[config.mk]
export PLATFORM = sky130hd
export DESIGN_NAME = crc16_packet_framer
export DESIGN_NICKNAME = d
export VERILOG_FILES = /design/src/rtl/c16f_pkg.sv /design/src/rtl/c16f_front.sv /design/src/rtl/c16f_queue.sv /design/src/rtl/c16f_back.sv /design/src/rtl/crc16_packet_framer.sv
export SDC_FILE = /design/constraint.sdc
export NUM_CORES = 1
export LEC_CHECK = 0
export BUFFER_PORTS_ARGS = -buffer_cell sky130_fd_sc_hd__buf_2
export CORE_MARGIN = 5
export CORE_UTILIZATION = 43
export CTS_BUF_LIST = sky130_fd_sc_hd__clkbuf_2 sky130_fd_sc_hd__clkbuf_4 sky130_fd_sc_hd__clkbuf_8
export DETAILED_ROUTE_END_ITERATION = 12
export GPL_TIMING_DRIVEN = 1
export SYNTH_ARGS = -nofsm -noshare
export SYNTH_HDL_FRONTEND = slang
export SYNTH_HIERARCHICAL = 1
export SYNTH_SLANG_ARGS = --single-unit
[constraint.sdc]
create_clock -name clk -period 3.57 [get_ports clk]
set_input_delay 0.357 -clock clk [delete_from_list [all_inputs] [get_ports clk]]
set_output_delay 0.357 -clock clk [all_outputs]
set_load 0.02 [all_outputs]
[src/rtl/c16f_pkg.sv]
package c16f_pkg;

  localparam logic [15:0] CRC_INIT       = 16'hFFFF;
  localparam logic [15:0] CRC_POLY       = 16'h1021;
  localparam int          FRAME_OVERHEAD = 6;
  localparam int          Q_DEPTH        = 4;
  localparam int          Q_PTR_W        = $clog2(Q_DEPTH);
  localparam int          Q_CNT_W        = $clog2(Q_DEPTH + 1);

  typedef enum logic [1:0] {
    OP_HDR,
    OP_DATA,
    OP_ERR
  } op_t;

  typedef struct packed {
    op_t         op;
    logic [7:0]  byte_val;
    logic [15:0] len;
    logic        last;
  } cmd_t;

  typedef enum logic [2:0] {
    ST_B0,
    ST_B1,
    ST_B2,
    ST_B3,
    ST_B4,
    ST_B5
  } step_t;

  function automatic logic [15:0] crc_byte(input logic [15:0] crc, input logic [7:0] b);
    logic [15:0] c;
    c = crc ^ {b, 8'h00};
    for (int k = 0; k < 8; k++) begin
      if (c[15]) c = {c[14:0], 1'b0} ^ CRC_POLY;
      else c = {c[14:0], 1'b0};
    end
    return c;
  endfunction

endpackage

[src/rtl/c16f_front.sv]
module c16f_front #(
  parameter int MAX_FRAME_BYTES = 256
) (
  input  logic          clk,
  input  logic          rst,
  input  logic          accept,
  input  logic          kind,
  input  logic [7:0]    query_code,
  input  logic [15:0]   payload_length,
  input  logic [7:0]    data_byte,
  output c16f_pkg::cmd_t cmd
);
  import c16f_pkg::*;

  localparam logic [16:0] LIMIT = 17'(MAX_FRAME_BYTES - FRAME_OVERHEAD);

  logic        frame_open, frame_open_next;
  logic [15:0] bytes_left, bytes_left_next;

  always_comb begin
    frame_open_next = frame_open;
    bytes_left_next = bytes_left;
    cmd.op       = OP_ERR;
    cmd.byte_val = data_byte;
    cmd.len      = payload_length;
    cmd.last     = 1'b0;
    if (!kind) begin
      cmd.byte_val    = query_code;
      frame_open_next = 1'b0;
      bytes_left_next = '0;
      if ({1'b0, payload_length} <= LIMIT) begin
        cmd.op          = OP_HDR;
        frame_open_next = (payload_length != '0);
        bytes_left_next = payload_length;
      end
    end else if (frame_open && bytes_left != '0) begin
      cmd.op          = OP_DATA;
      cmd.last        = (bytes_left == 16'd1);
      bytes_left_next = bytes_left - 16'd1;
      if (cmd.last) frame_open_next = 1'b0;
    end
  end

  always_ff @(posedge clk) begin
    if (rst) begin
      frame_open <= 1'b0;
      bytes_left <= '0;
    end else if (accept) begin
      frame_open <= frame_open_next;
      bytes_left <= bytes_left_next;
    end
  end

endmodule

[src/rtl/c16f_queue.sv]
module c16f_queue (
  input  logic           clk,
  input  logic           rst,
  input  logic           push,
  output logic           full,
  input  c16f_pkg::cmd_t wdata,
  input  logic           pop,
  output logic           empty,
  output c16f_pkg::cmd_t rdata
);
  import c16f_pkg::*;

  cmd_t               mem [Q_DEPTH];
  logic [Q_PTR_W-1:0] wptr, rptr;
  logic [Q_CNT_W-1:0] count;
  logic               do_push, do_pop;

  assign full    = (count == Q_CNT_W'(Q_DEPTH));
  assign empty   = (count == '0);
  assign do_push = push && !full;
  assign do_pop  = pop && !empty;
  assign rdata   = mem[rptr];

  always_ff @(posedge clk) begin
    if (do_push) mem[wptr] <= wdata;
  end

  always_ff @(posedge clk) begin
    if (rst) begin
      wptr  <= '0;
      rptr  <= '0;
      count <= '0;
    end else begin
      if (do_push) wptr <= (wptr == Q_PTR_W'(Q_DEPTH - 1)) ? '0 : wptr + 1'b1;
      if (do_pop) rptr <= (rptr == Q_PTR_W'(Q_DEPTH - 1)) ? '0 : rptr + 1'b1;
      count <= count + Q_CNT_W'(do_push) - Q_CNT_W'(do_pop);
    end
  end

endmodule

[src/rtl/c16f_back.sv]
module c16f_back (
  input  logic           clk,
  input  logic           rst,
  input  logic [7:0]     start_byte,
  input  logic           cmd_valid,
  input  c16f_pkg::cmd_t cmd,
  output logic           cmd_pop,
  output logic           empty,
  input  logic           pop,
  output logic [7:0]     out_byte,
  output logic           run_end,
  output logic           frame_end,
  output logic           error
);
  import c16f_pkg::*;

  step_t       step, step_next;
  logic [15:0] crc, crc_next, crc_seed;
  logic        ovld;
  logic        advance;
  logic [7:0]  b;
  logic        b_last, b_fe, b_err, b_upd, b_clr;

  assign empty   = !ovld;
  assign advance = cmd_valid && (!ovld || pop);
  assign cmd_pop = advance && b_last;

  always_comb begin
    b      = '0;
    b_last = 1'b0;
    b_fe   = 1'b0;
    b_err  = 1'b0;
    b_upd  = 1'b0;
    b_clr  = 1'b0;
    unique case (cmd.op)
      OP_HDR: begin
        case (step)
          ST_B0: begin b = start_byte; b_upd = 1'b1; end
          ST_B1: begin b = cmd.byte_val; b_upd = 1'b1; end
          ST_B2: begin b = cmd.len[7:0]; b_upd = 1'b1; end
          ST_B3: begin
            b      = cmd.len[15:8];
            b_upd  = 1'b1;
            b_last = (cmd.len != '0);
          end
          ST_B4: b = crc[7:0];
          default: begin
            b      = crc[15:8];
            b_fe   = 1'b1;
            b_last = 1'b1;
            b_clr  = 1'b1;
          end
        endcase
      end
      OP_DATA: begin
        case (step)
          ST_B0: begin
            b      = cmd.byte_val;
            b_upd  = 1'b1;
            b_last = !cmd.last;
          end
          ST_B1: b = crc[7:0];
          default: begin
            b      = crc[15:8];
            b_fe   = 1'b1;
            b_last = 1'b1;
            b_clr  = 1'b1;
          end
        endcase
      end
      default: begin
        b_err  = 1'b1;
        b_last = 1'b1;
        b_clr  = 1'b1;
      end
    endcase
  end

  always_comb begin
    crc_seed  = (cmd.op == OP_HDR && step == ST_B0) ? CRC_INIT : crc;
    crc_next  = crc;
    step_next = step;
    if (advance) begin
      if (b_clr) crc_next = CRC_INIT;
      else if (b_upd) crc_next = crc_byte(crc_seed, b);
      step_next = b_last ? ST_B0 : step_t'(step + 3'd1);
    end
  end

  always_ff @(posedge clk) begin
    if (rst) begin
      step <= ST_B0;
      crc  <= CRC_INIT;
      ovld <= 1'b0;
    end else begin
      step <= step_next;
      crc  <= crc_next;
      if (advance) ovld <= 1'b1;
      else if (pop) ovld <= 1'b0;
    end
  end

  always_ff @(posedge clk) begin
    if (advance) begin
      out_byte  <= b;
      run_end   <= b_last;
      frame_end <= b_fe;
      error     <= b_err;
    end
  end

  a_fe_ends_run: assert property (@(posedge clk) disable iff (rst)
    ovld && frame_end |-> run_end && !error)
    else $error("frame end without run end");

  a_err_alone: assert property (@(posedge clk) disable iff (rst)
    ovld && error |-> run_end && out_byte == 8'h00)
    else $error("malformed error item");

  a_crc_reset: assert property (@(posedge clk) disable iff (rst)
    advance && b_clr |=> crc == CRC_INIT)
    else $error("crc not reinitialized");

  a_hold: assert property (@(posedge clk) disable iff (rst)
    ovld && !pop |=> ovld && $stable(out_byte) && $stable(run_end))
    else $error("result changed while stalled");

endmodule

[src/rtl/crc16_packet_framer.sv]
// CRC-16 packet framer.
// Input channel (push/full): header items (kind 0) carry query_code and
// payload_length; payload items (kind 1) carry data_byte. An item is taken
// when push is high and full is low.
// Result channel (empty/pop): one frame byte per item, oldest first.
// A header gives start byte, query code, length low, length high, plus the
// two CRC bytes when the length is zero. A payload byte gives itself, plus
// the CRC low/high bytes when it is the last one. Bad items give one error
// result. run_end marks the last result of an input item.
// cfg_we/cfg_wdata write the start byte; write only while the block is idle.
// The first result of an item passes the command queue and the output
// register before it shows on the ports. The output sequencer gives one
// result per cycle while commands wait and pop keeps up, so payload bytes
// stream at one per cycle. A 4-entry command queue decouples the input side.
// Reset clears the queue, the open-frame tracking and the start byte.
// When pop stays low the result holds, the queue fills and full rises.
module crc16_packet_framer #(
  parameter int MAX_FRAME_BYTES = 256
) (
  input  logic        clk,
  input  logic        rst,
  input  logic        cfg_we,
  input  logic [7:0]  cfg_wdata,
  input  logic        push,
  output logic        full,
  input  logic        kind,
  input  logic [7:0]  query_code,
  input  logic [15:0] payload_length,
  input  logic [7:0]  data_byte,
  output logic        empty,
  input  logic        pop,
  output logic [7:0]  out_byte,
  output logic        run_end,
  output logic        frame_end,
  output logic        error
);
  import c16f_pkg::*;

  logic [7:0] start_byte;
  cmd_t       f_cmd, q_cmd;
  logic       q_empty, q_pop;

  always_ff @(posedge clk) begin
    if (rst) start_byte <= '0;
    else if (cfg_we) start_byte <= cfg_wdata;
  end

  c16f_front #(
    .MAX_FRAME_BYTES(MAX_FRAME_BYTES)
  ) u_front (
    .clk           (clk),
    .rst           (rst),
    .accept        (push && !full),
    .kind          (kind),
    .query_code    (query_code),
    .payload_length(payload_length),
    .data_byte     (data_byte),
    .cmd           (f_cmd)
  );

  c16f_queue u_queue (
    .clk  (clk),
    .rst  (rst),
    .push (push),
    .full (full),
    .wdata(f_cmd),
    .pop  (q_pop),
    .empty(q_empty),
    .rdata(q_cmd)
  );

  c16f_back u_back (
    .clk       (clk),
    .rst       (rst),
    .start_byte(start_byte),
    .cmd_valid (!q_empty),
    .cmd       (q_cmd),
    .cmd_pop   (q_pop),
    .empty     (empty),
    .pop       (pop),
    .out_byte  (out_byte),
    .run_end   (run_end),
    .frame_end (frame_end),
    .error     (error)
  );

endmodule

==> results.md, run 1 <==
* Critical path's top delay family: simple AND/OR/NAND/NOR gates
* Slew Limit Fails at 0
* GP Congestion at 0.907
* Setup Skew at 0.0137 ns
* Htree depth at 4
* Clock tree root driver cell: clkbuf_8
* RSZ-0062 raised after global routing: yes
* Cell count of the worst hold path at 1
* Worst rel slew slack at 48.4%
* Io pins at 59
* Netlist Area Pre-Place at 8900 µm²
* Worst R2R Path Depth at 18
* Final Cycle Share at 104%
* N_diodes at 0
* Final setup margin at -0.125 ns
* DRC at 0
* Crit-path max FO at 8
* R2r setup slk at -0.13 ns
* IO buf count at 58
* Post-synth top flop: edfxtp_1
* Crit end category: flop
* Initial Utilization at 43.8%
* Max Fclk at 271 MHz
* Layout cell share with drive strength beyond 1 at 30.2%
* Worst EP arrival at 4.03 ns
* Clock-pin slew on the worst setup and hold paths at 0.11 ns
* CP Launch Type: flop
* Setup WS pre-CTS at -0.328 ns
* Most frequent cells in the layout: edfxtp_1, buf_2, nor2_1, dfxtp_1, buf_4
* Final net count at 845
* Hold EP: u_queue/mem[2][12]
* Sink Count at 173
* Worst vdd ir at 0.272 mV
* Total CTS buffers at 17
* DIE AREA at 23700 µm²
* Cell Rows at 52
* Hold violation total from the final report at 0
* DR WL/cell at 20.1 µm
* Via density at 5.92
* DR iter-0 viols at 515
* Hold WC Path Type: input port to flop
* Clock buffer depth at 2
* CP bufs+invs at 5
* Pre-antenna DRT Iters at 6
* Leak pwr at 3.61 nW
* Core area at 20300 µm²
* Status: complete, but fails checks
* FF+latch count, synth at 173
* Top cells by area, synth: edfxtp_1, dfxtp_1, mux4_2
* WP depth at 18
* Global route total overflow at 0
* Slew @ Worst Pin at 0.774 ns
* PwrDens at 650 nW/µm²
* Top-area cell type share of the netlist area at 40.1%
* Final setup viols at 1
* Crit-path cells: buf_12, buf_8, mux4_2, nor4_2, nand4_1, a221oi_2, o21bai_1, and2_4, o31ai_4, inv_1, ha_1, inv_1, ha_2, inv_2, fa_2, xor2_2, and2_4, nor3_2
* HPWL Detailed at 15100 µm
* Syn_area_per_cell at 12.5 µm²
* Worst Path Required at 3.90 ns
* Post-route ant nets at 0
* Max cap viols at 0
* RR Endpoint: u_queue/count[2]
* Fin crit period at 3.70 ns
* Final hold slack at 0.113 ns
* Clock latency on the worst-skew pair at 0.47 ns
* Die W at 154 µm
* Warnings, synthesis at 6
* Most common cell after layout, fill and taps aside: edfxtp_1
* Yosys top cell by area: edfxtp_1
* Synth Instances at 713
* Vias post-DR at 6301
* Unique masters post-synth at 99
* GR Util All Layers at 18.1%
* Largest net degree at the start of global routing at 29
* WL final at 21400 µm
* Largest stage delay, worst path at 0.53 ns
* CTS tree: yes
* Seq/Total Area, Yosys at 52.3%
* Crit-path slowest cell: mux4_2
* Number of global-route vias before repair at 6361
* Worst Min Path Start: payload_length[11]
* Synth async-reset ratio at 0%
* Initial antenna violation count at 0
* Synthesized Nets at 776
* Die H at 154 µm
* First-pass GRT wire length at 34200 µm
* Number of enable flip-flop cells after synthesis at 119
* P&R area growth vs syn at 13.2%
* Failing checks: negative setup slack
* Critical Setup Path Class: flop to flop
[kinds of logic after synthesis]
kind of cell / Yosys count / share of synthesized area [%]
and+or+nand+nor: 205 / 13.2
DFF: 173 / 52.3
AOI/OAI and AO/OA: 169 / 15.4
buffers and inverters: 85 / 5.55
muxes: 54 / 10.0
adders and majority gates: 17 / 2.47
xor gates and xnor gates: 10 / 1.14
[layout make-up]
type / instances / area [µm²]
fill: 1781 / 10200
timing repair buffer: 110 / 721
multi-input combinational: 455 / 3860
clock inverter: 15 / 174
clock buffer: 17 / 234
inverter: 25 / 93.8
tap: 270 / 338
sequential: 173 / 4660
[timing repair]
item                                    CTS  global route
resized for setup                        11            13
setup buffers                             6             2
endpoints found under the setup margin    2             7
hold buffers                              0             0
pin swaps                                 7             5
hold endpoints to repair                  0             0
[through the flow]
step / power [mW] / area [µm²] / std cells / utilization (%) / setup TNS (ns)
floorplan: 4.41 / 8930 / 713 / - / 0
finish: 6.55 / 10100 / 1065 / 49.6 / -0.125
CTS: 6.51 / 10000 / 1063 / 49.2 / -0.104
global route: 6.92 / 10100 / 1065 / 49.6 / -0.463
global placement: 5.01 / 9490 / 1025 / 46.7 / -0.335
detailed placement: 5.07 / 9490 / 1025 / 46.7 / -0.403
[cell usage after synthesis, drive strengths merged (8+ instances only)]
cell and instances:
a211oi 10, a21oi 26, a222oi 9, a31oi 10, a32oi 9, buf 42, clkbuf 18, dfxtp 54
edfxtp 119, ha 16, inv 24, mux2 10, mux2i 17, mux4 27, nand2 33, nand2b 14
nand3 9, nor2 57, nor3 23, nor4 11, o21ai 19, or3 8
[routing by layer]
| layer | wire [µm] | share of wire [%] | global-route usage [%] | vias to the layer above |
|---|---|---|---|---|
| met4 | 567 | 2.7 | 6.48 | 0 |
| met3 | 990 | 4.6 | 3.74 | 41 |
| li1 | - | - | - | 2913 |
| met2 | 10700 | 50 | 31.1 | 205 |
| met1 | 9120 | 43 | 22.7 | 3142 |
| met5 | 0 | 0 | 0 | - |
[worst max-delay path by stage]
stage                     from                to  slack (ns)
final                     flop  u_queue/count[2]       -0.13
after global routing      flop  u_queue/count[2]       -0.35
after CTS                 flop  u_queue/count[2]       -0.10
after detailed placement  flop  u_queue/count[2]       -0.33
after global placement    flop  u_queue/count[2]       -0.27
after floorplan           flop  u_queue/count[2]       0.001
[registers in the layout (all words and copies together), names as in the netlist, named ones only]
name,flops
start_byte,8
u_back/ovld,1
u_front/frame_open,1
u_back/frame_end,1
u_back/out_byte,8
u_back/step,3
u_back/crc,16
u_back/error,1
u_back/run_end,1
u_queue/wptr,2
u_queue/rptr,2
u_queue/count,3
u_front/bytes_left,16
u_queue/mem,108
[power breakdown]
part	switching, mW	internal, mW	leakage [nW]
clock	0.834	0.532	0.197
combinational	1.48	1.08	1.88
sequential	0.162	2.46	1.53
total	2.48	4.07	3.61
Note: power is estimated with default switching activity, not from simulation.
==> run 2: changes to the inputs <==
CORE_UTILIZATION = 45   (was 43)
CTS_CLUSTER_SIZE = 14   (was default)
==> run 2 against run 1 <==
Against the previous run: clock skew increased by 0.0059 ns; critical path type unchanged; largest cell class unchanged; first-iteration DRC count up 18%; register-to-register slack worse by 0.16 ns; the flow still finishes with violations (negative setup slack); clock-buffer cell count increased by 1.
==> results.md, run 2 (synthesized netlist as in run 1, its figures left out) <==
* Via density at 5.95 (+0.60%)
* Cell count of the worst hold path at 1 (unchanged)
* Core area at 19500 µm² (-4.1%)
* Most common cell after layout, fill and taps aside: edfxtp_1
* Clock latency on the worst-skew pair at 0.46 ns (about the same)
* Layout cell share with drive strength beyond 1 at 32.0% (+1.8 points)
* Final hold slack at 0.126 ns (+0.0131 ns)
* Switching pwr at 2.42 mW (-2.6%)
* Area after DPL at 9550 µm² (+0.65%)
* Power Total at 6.71 mW (+2.4%)
* Vias post-DR at 6434 (+2.1%)
* Fin crit period at 3.85 ns (+0.159 ns)
* Post-Layout Cell Count at 1081 (+1.5%)
* Failing checks: negative setup slack
* Hold WC Path Type: input port to flop
* WL final at 22000 µm (+3.0%)
* Hold violation total from the final report at 0 (unchanged)
* CTS tree: yes
* Clock power frac at 20.0% (-0.9 points)
* Fin util at 53.1% (+3.4 points)
* N_diodes at 0 (unchanged)
* First-pass GRT wire length at 34600 µm (+1.1%)
* Clock-pin slew on the worst setup and hold paths at 0.09 ns (-0.02 ns)
* Die H at 151 µm (-2.1%)
* P&R area growth vs syn at 16.0%
* Final net count at 866 (+2.5%)
* Critical Setup Path Class: flop to flop
* Pre-antenna DRT Iters at 6 (unchanged)
* Crit-path most repeated cell: inv_1
* CP Launch Type: flop
* Crit-path max FO at 7 (-1)
* Number of global-route vias before repair at 6410 (+0.77%)
* Clock buffer depth at 2 (unchanged)
* DRC at 0 (unchanged)
* GP Congestion at 0.871 (-4.0%)
* Largest stage delay, worst path at 0.52 ns (about the same)
* Most frequent cells in the layout: edfxtp_1, buf_4, buf_2, nor2_1, dfxtp_1
* Cell Rows at 51 (-1.9%)
* IO buf count at 58 (unchanged)
* Initial Utilization at 45.7% (+1.9 points)
* Total CTS buffers at 17 (unchanged)
* Crit-path slowest cell: mux4_2
* DIE AREA at 22700 µm² (-4.2%)
* Fin Setup TNS at -0.370 ns (-0.244 ns)
* Largest Register: u_queue/mem
* DR iter-0 viols at 608 (+18%)
* Clock tree root driver cell: clkbuf_8
* Largest net degree at the start of global routing at 31 (+6.9%)
* Final setup margin at -0.285 ns (-0.159 ns)
* Largest register FFs at 108 (unchanged)
* Flop pwr share at 39.0% (-1.1 points)
* Sw Ratio at 36.0% (-1.8 points)
* Post-route ant nets at 0 (unchanged)
* Crit-path cells: buf_12, buf_16, buf_4, mux4_2, nor4_2, nand4_1, a221oi_2, o21bai_1, and2_4, o31ai_4, inv_1, ha_1, inv_1, ha_1, inv_1, fa_2, xor2_2, and2_1, nor3_2
* Worst vdd ir at 0.322 mV (+18%)
* Worst rel slew slack at 37.7% (-11 points)
* Setup Skew at 0.0195 ns (+0.00586 ns)
* Max cap viols at 0 (unchanged)
* Leak pwr at 3.75 nW (+3.8%)
* Final Cycle Share at 108% (+4.5 points)
* Design area at 10300 µm² (+2.5%)
* Worst Path Required at 3.95 ns (+0.05 ns)
* Max Fclk at 259 MHz (-4.1%)
* HPWL Detailed at 15400 µm (+1.9%)
* Fillers at 1638 (-8.0%)
* Multi-input logic area at 3920 µm² (+1.5%)
* Global route total overflow at 0 (unchanged)
* RSZ-0062 raised after global routing: yes
* Final setup viols at 2 (+1)
* Die W at 151 µm (-2.1%)
* PwrDens at 649 nW/µm² (-0.16%)
* Post-Place Cells at 1029 (+0.39%)
* Slew @ Worst Pin at 0.925 ns (+0.152 ns)
* Status: complete, but fails checks
* Biggest regs: u_queue/mem: 108 flops, u_back/crc: 16 flops, u_front/bytes_left: 16 flops
* GR Util All Layers at 19.9% (+1.7 points)
* Worst R2R Path Depth at 19 (+1)
* Htree depth at 4 (unchanged)
* Pint at 4.29 mW (+5.4%)
* Crit end category: flop
* Worst EP arrival at 4.24 ns (+0.21 ns)
* Initial antenna violation count at 0 (unchanged)
* Io pins at 59 (unchanged)
* Slew Limit Fails at 0 (unchanged)
* Sequential Area at 4660 µm² (about the same)
* Setup WS pre-CTS at -0.515 ns (-0.188 ns)
* Sink Count at 173 (unchanged)
* Logic pwr share at 41.0% (+1.9 points)
* DR WL/cell at 20.3 µm (+1.5%)
==> run 2: area by class of cell <==
class	instances	area share (%)
repair buffers	131	9.11
flip-flops and latches	173	45.1
inverters	25	0.909
multi-input cells	455	37.9
well taps	265	3.21
clock buffers	18	2.34
clock inverters	14	1.41
==> run 2: layer usage <==
layer  wire length, µm  global-route usage, %  up-vias
met1              9130                   26.0     3199
met3              1200                   3.40       34
met2             11300                   34.2      234
met4               391                   5.62        0
li1                  -                      -     2967
met5                 0                      0        -
==> run 2: power by group through the flow <==
stage / Clock [mW] / Combinational (mW) / Sequential, mW
after floorplan: 0 / 1.74 / 2.67
after global placement: 0 / 2.42 / 2.64
after detailed placement: 0 / 2.48 / 2.65
after CTS: 1.37 / 2.59 / 2.61
after global routing: 1.47 / 2.97 / 2.64
final: 1.34 / 2.75 / 2.61
==> run 2: worst max-delay path, delay by kind of cell, from the launching register on <==
family / cells / cell delay (ns)
AOI/OAI and AO/OA: 3 / 0.49
buffers and inverters: 6 / 0.53
and+or+nand+nor: 5 / 0.94
DFF: 1 / 0.39
xor gates and xnor gates: 1 / 0.16
muxes: 1 / 0.52
adders and majority gates: 3 / 0.76
==> run 2: final timing paths <==
kind	start	to	slack, ns
setup / recovery	flop	u_queue/count[2]	-0.28
setup reg to reg	flop	u_queue/count[2]	-0.28
hold reg to reg	u_front/bytes_left[10]	u_front/bytes_left[10]	0.51
hold / removal	payload_length[11]	u_queue/mem[2][12]	0.13
==> run 2: timing repair <==
action | in CTS | in global routing
endpoints found under the setup margin | 2 | 14
hold buffers | 0 | 0
resized for setup | 13 | 26
setup buffers | 5 | 13
pin swaps | 7 | 15
gates cloned | 1 | 1
==> run 3: changes to the inputs <==
CAP_MARGIN = 15   (was default)
CELL_PAD_IN_SITES_DETAIL_PLACEMENT = 1   (was default)
CELL_PAD_IN_SITES_GLOBAL_PLACEMENT = 2   (was default)
CORE_UTILIZATION = 40   (was 45)
PLACE_DENSITY_LB_ADDON = 0.1   (was default)
SKIP_CTS_REPAIR_TIMING = 1   (was default)
==> run 3 against run 2 <==
Against the previous run: the flow still finishes with violations (negative setup slack); clock-buffer cell count fell by 1; first-iteration DRC count fell by 18%; critical path depth did not move; via count fell by 0.58%; sequential share of layout area rose by 0.29 points; worst hold slack got worse by 0.0064 ns; clock skew barely moved; maximum frequency rose by 1.1%; die area rose by 12%; critical path type unchanged; largest cell class unchanged; largest power group unchanged; highest routed layer unchanged.
==> results.md, run 3 (synthesized netlist as in run 1, its figures left out) <==
* Crit-path cells: buf_12, buf_6, mux4_2, nor4_4, buf_4, nand4_1, a221oi_2, o21bai_2, and2_4, o31ai_4, inv_2, ha_4, inv_4, ha_4, inv_2, fa_2, xor2_2, and2_1, nor3_1
* Cell count of the worst hold path at 1 (unchanged)
* R2r setup slk at -0.24 ns (+0.04 ns)
* Worst Path Required at 3.95 ns (about the same)
* Final setup margin at -0.243 ns (+0.0413 ns)
* Number of global-route vias before repair at 6638 (+3.6%)
* Largest stage delay, worst path at 0.53 ns (about the same)
* Post-Layout Cell Count at 1090 (+0.83%)
* Clock buffer depth at 2 (unchanged)
* Die H at 159 µm (+5.7%)
* Die W at 159 µm (+5.7%)
* Leak pwr at 3.69 nW (-1.6%)
* Setup Skew at 0.0196 ns (+0.0000506 ns)
* Most common cell after layout, fill and taps aside: edfxtp_1
* Clock-pin slew on the worst setup and hold paths at 0.11 ns (+0.02 ns)
* Final net count at 860 (-0.69%)
* Cell Rows at 54 (+5.9%)
* Crit-path slowest cell: mux4_2
* Crit-path max FO at 5 (-2)
* N_diodes at 0 (unchanged)
* Htree depth at 4 (unchanged)
* Clock tree root driver cell: clkbuf_8
* DR WL/cell at 22.7 µm (+12%)
* Post-route ant nets at 0 (unchanged)
* Global route total overflow at 0 (unchanged)
* P&R area growth vs syn at 15.3%
* Final setup viols at 1 (-1)
* Failing checks: negative setup slack
* Worst vdd ir at 0.293 mV (-9.0%)
* Worst EP arrival at 4.19 ns (-0.05 ns)
* Crit end category: flop
* Biggest regs: u_queue/mem: 108 flops, u_back/crc: 16 flops, u_front/bytes_left: 16 flops
* Critical Setup Path Class: flop to flop
* Post-Place Cells at 1048 (+1.8%)
* HPWL Detailed at 17900 µm (+16%)
* Vias post-DR at 6397 (-0.58%)
* DRC at 0 (unchanged)
* CTS tree: yes
* Largest net degree at the start of global routing at 32 (+3.2%)
* RSZ-0062 raised after global routing: yes
* WP depth at 19 (unchanged)
* Sink Count at 173 (unchanged)
* Status: complete, but fails checks
* Power Total at 6.82 mW (+1.8%)
* IO buf count at 58 (unchanged)
* PwrDens at 665 nW/µm² (+2.4%)
* Slew Limit Fails at 0 (unchanged)
* Hold violation total from the final report at 0 (unchanged)
* Most frequent cells in the layout: edfxtp_1, buf_4, buf_2, nor2_1, dfxtp_1
* Final Cycle Share at 107% (-1.2 points)
* Initial antenna violation count at 0 (unchanged)
* Fillers at 2326 (+42%)
* Critical path's top delay family: simple AND/OR/NAND/NOR gates
* First-pass GRT wire length at 38900 µm (+12%)
* DIE AREA at 25300 µm² (+12%)
* Hold EP: u_queue/mem[2][12]
* Hold WC Path Type: input port to flop
* Largest Register: u_queue/mem
* Max Fclk at 262 MHz (+1.1%)
* Slew @ Worst Pin at 0.795 ns (-0.130 ns)
* Pre-antenna DRT Iters at 7 (+1)
* Layout cell share with drive strength beyond 1 at 31.9% (-0.13 points)
* Worst R2R Path Depth at 19 (unchanged)
* Clock latency on the worst-skew pair at 0.46 ns (about the same)
* GP Congestion at 0.853 (-2.0%)
* WL final at 24800 µm (+13%)
* Total CTS buffers at 17 (unchanged)
* Max cap viols at 0 (unchanged)
* Fin crit period at 3.81 ns (-0.0413 ns)
* Via density at 5.87 (-1.4%)
* CP Launch Type: flop
* GR Util All Layers at 19.3% (-0.53 points)
* Io pins at 59 (unchanged)
* Fin Setup TNS at -0.243 ns (+0.126 ns)
* CP bufs+invs at 6 (unchanged)
* Core area at 21900 µm² (+12%)
* Largest register FFs at 108 (unchanged)
* Worst rel slew slack at 47.0% (+9.2 points)
* Initial Utilization at 40.7% (-5.1 points)
* Worst Min Path Start: payload_length[11]
* Setup WS pre-CTS at -0.531 ns (-0.0155 ns)
* DR iter-0 viols at 501 (-18%)
* RR Endpoint: u_queue/count[2]
[run 3: final cells by class]
type                    count  area, µm²  area share [%]
multi-input cells         455       3890            37.9
well taps                 280        350            3.41
repair buffers            125        851            8.29
flip-flops and latches    173       4660            45.4
clock inverters            15        178            1.73
clock buffers              17        234            2.28
inverters                  25       96.3           0.939
[run 3: how the worst max path moves through the flow]
stage               from                to  slack (ns)
floorplan           flop  u_queue/count[2]       0.001
global placement    flop  u_queue/count[2]       -0.43
detailed placement  flop  u_queue/count[2]       -0.53
CTS                 flop  u_queue/count[2]       -0.56
global route        flop  u_queue/count[2]       -0.39
finish              flop  u_queue/count[2]       -0.24
[run 3: layer usage]
metal  track usage (%)  routed length [µm]
met1              26.3               11200
met2              32.4               12400
met3              3.11                 796
met4              4.85                 344
met5                 0                   0
[run 3: worst register-to-register path: cells and delay by family, from the launching register on]
family                     cells  cell delay (ns)
and+or+nand+nor                5             0.92
xor gates and xnor gates       1             0.16
AOI/OAI and AO/OA              3             0.49
buffers and inverters          6             0.52
muxes                          1             0.53
adders and majority gates      3             0.72
DFF                            1             0.39
[run 3: power by group]
group	switching [mW]	internal (mW)
Sequential	0.162	2.47
Combinational	1.60	1.15
Clock	0.801	0.648
Total	2.56	4.27
[run 3: through the flow]
stage / hold slack (ns) / utilization, % / cell area, µm²
after global placement: 0.472 / 43.9 / 9610
after CTS: 0.0785 / 45.8 / 10000
final: 0.120 / 46.9 / 10300
after floorplan: 0.452 / - / 8930
after global routing: 0.0716 / 46.9 / 10300
after detailed placement: 0.492 / 43.9 / 9610
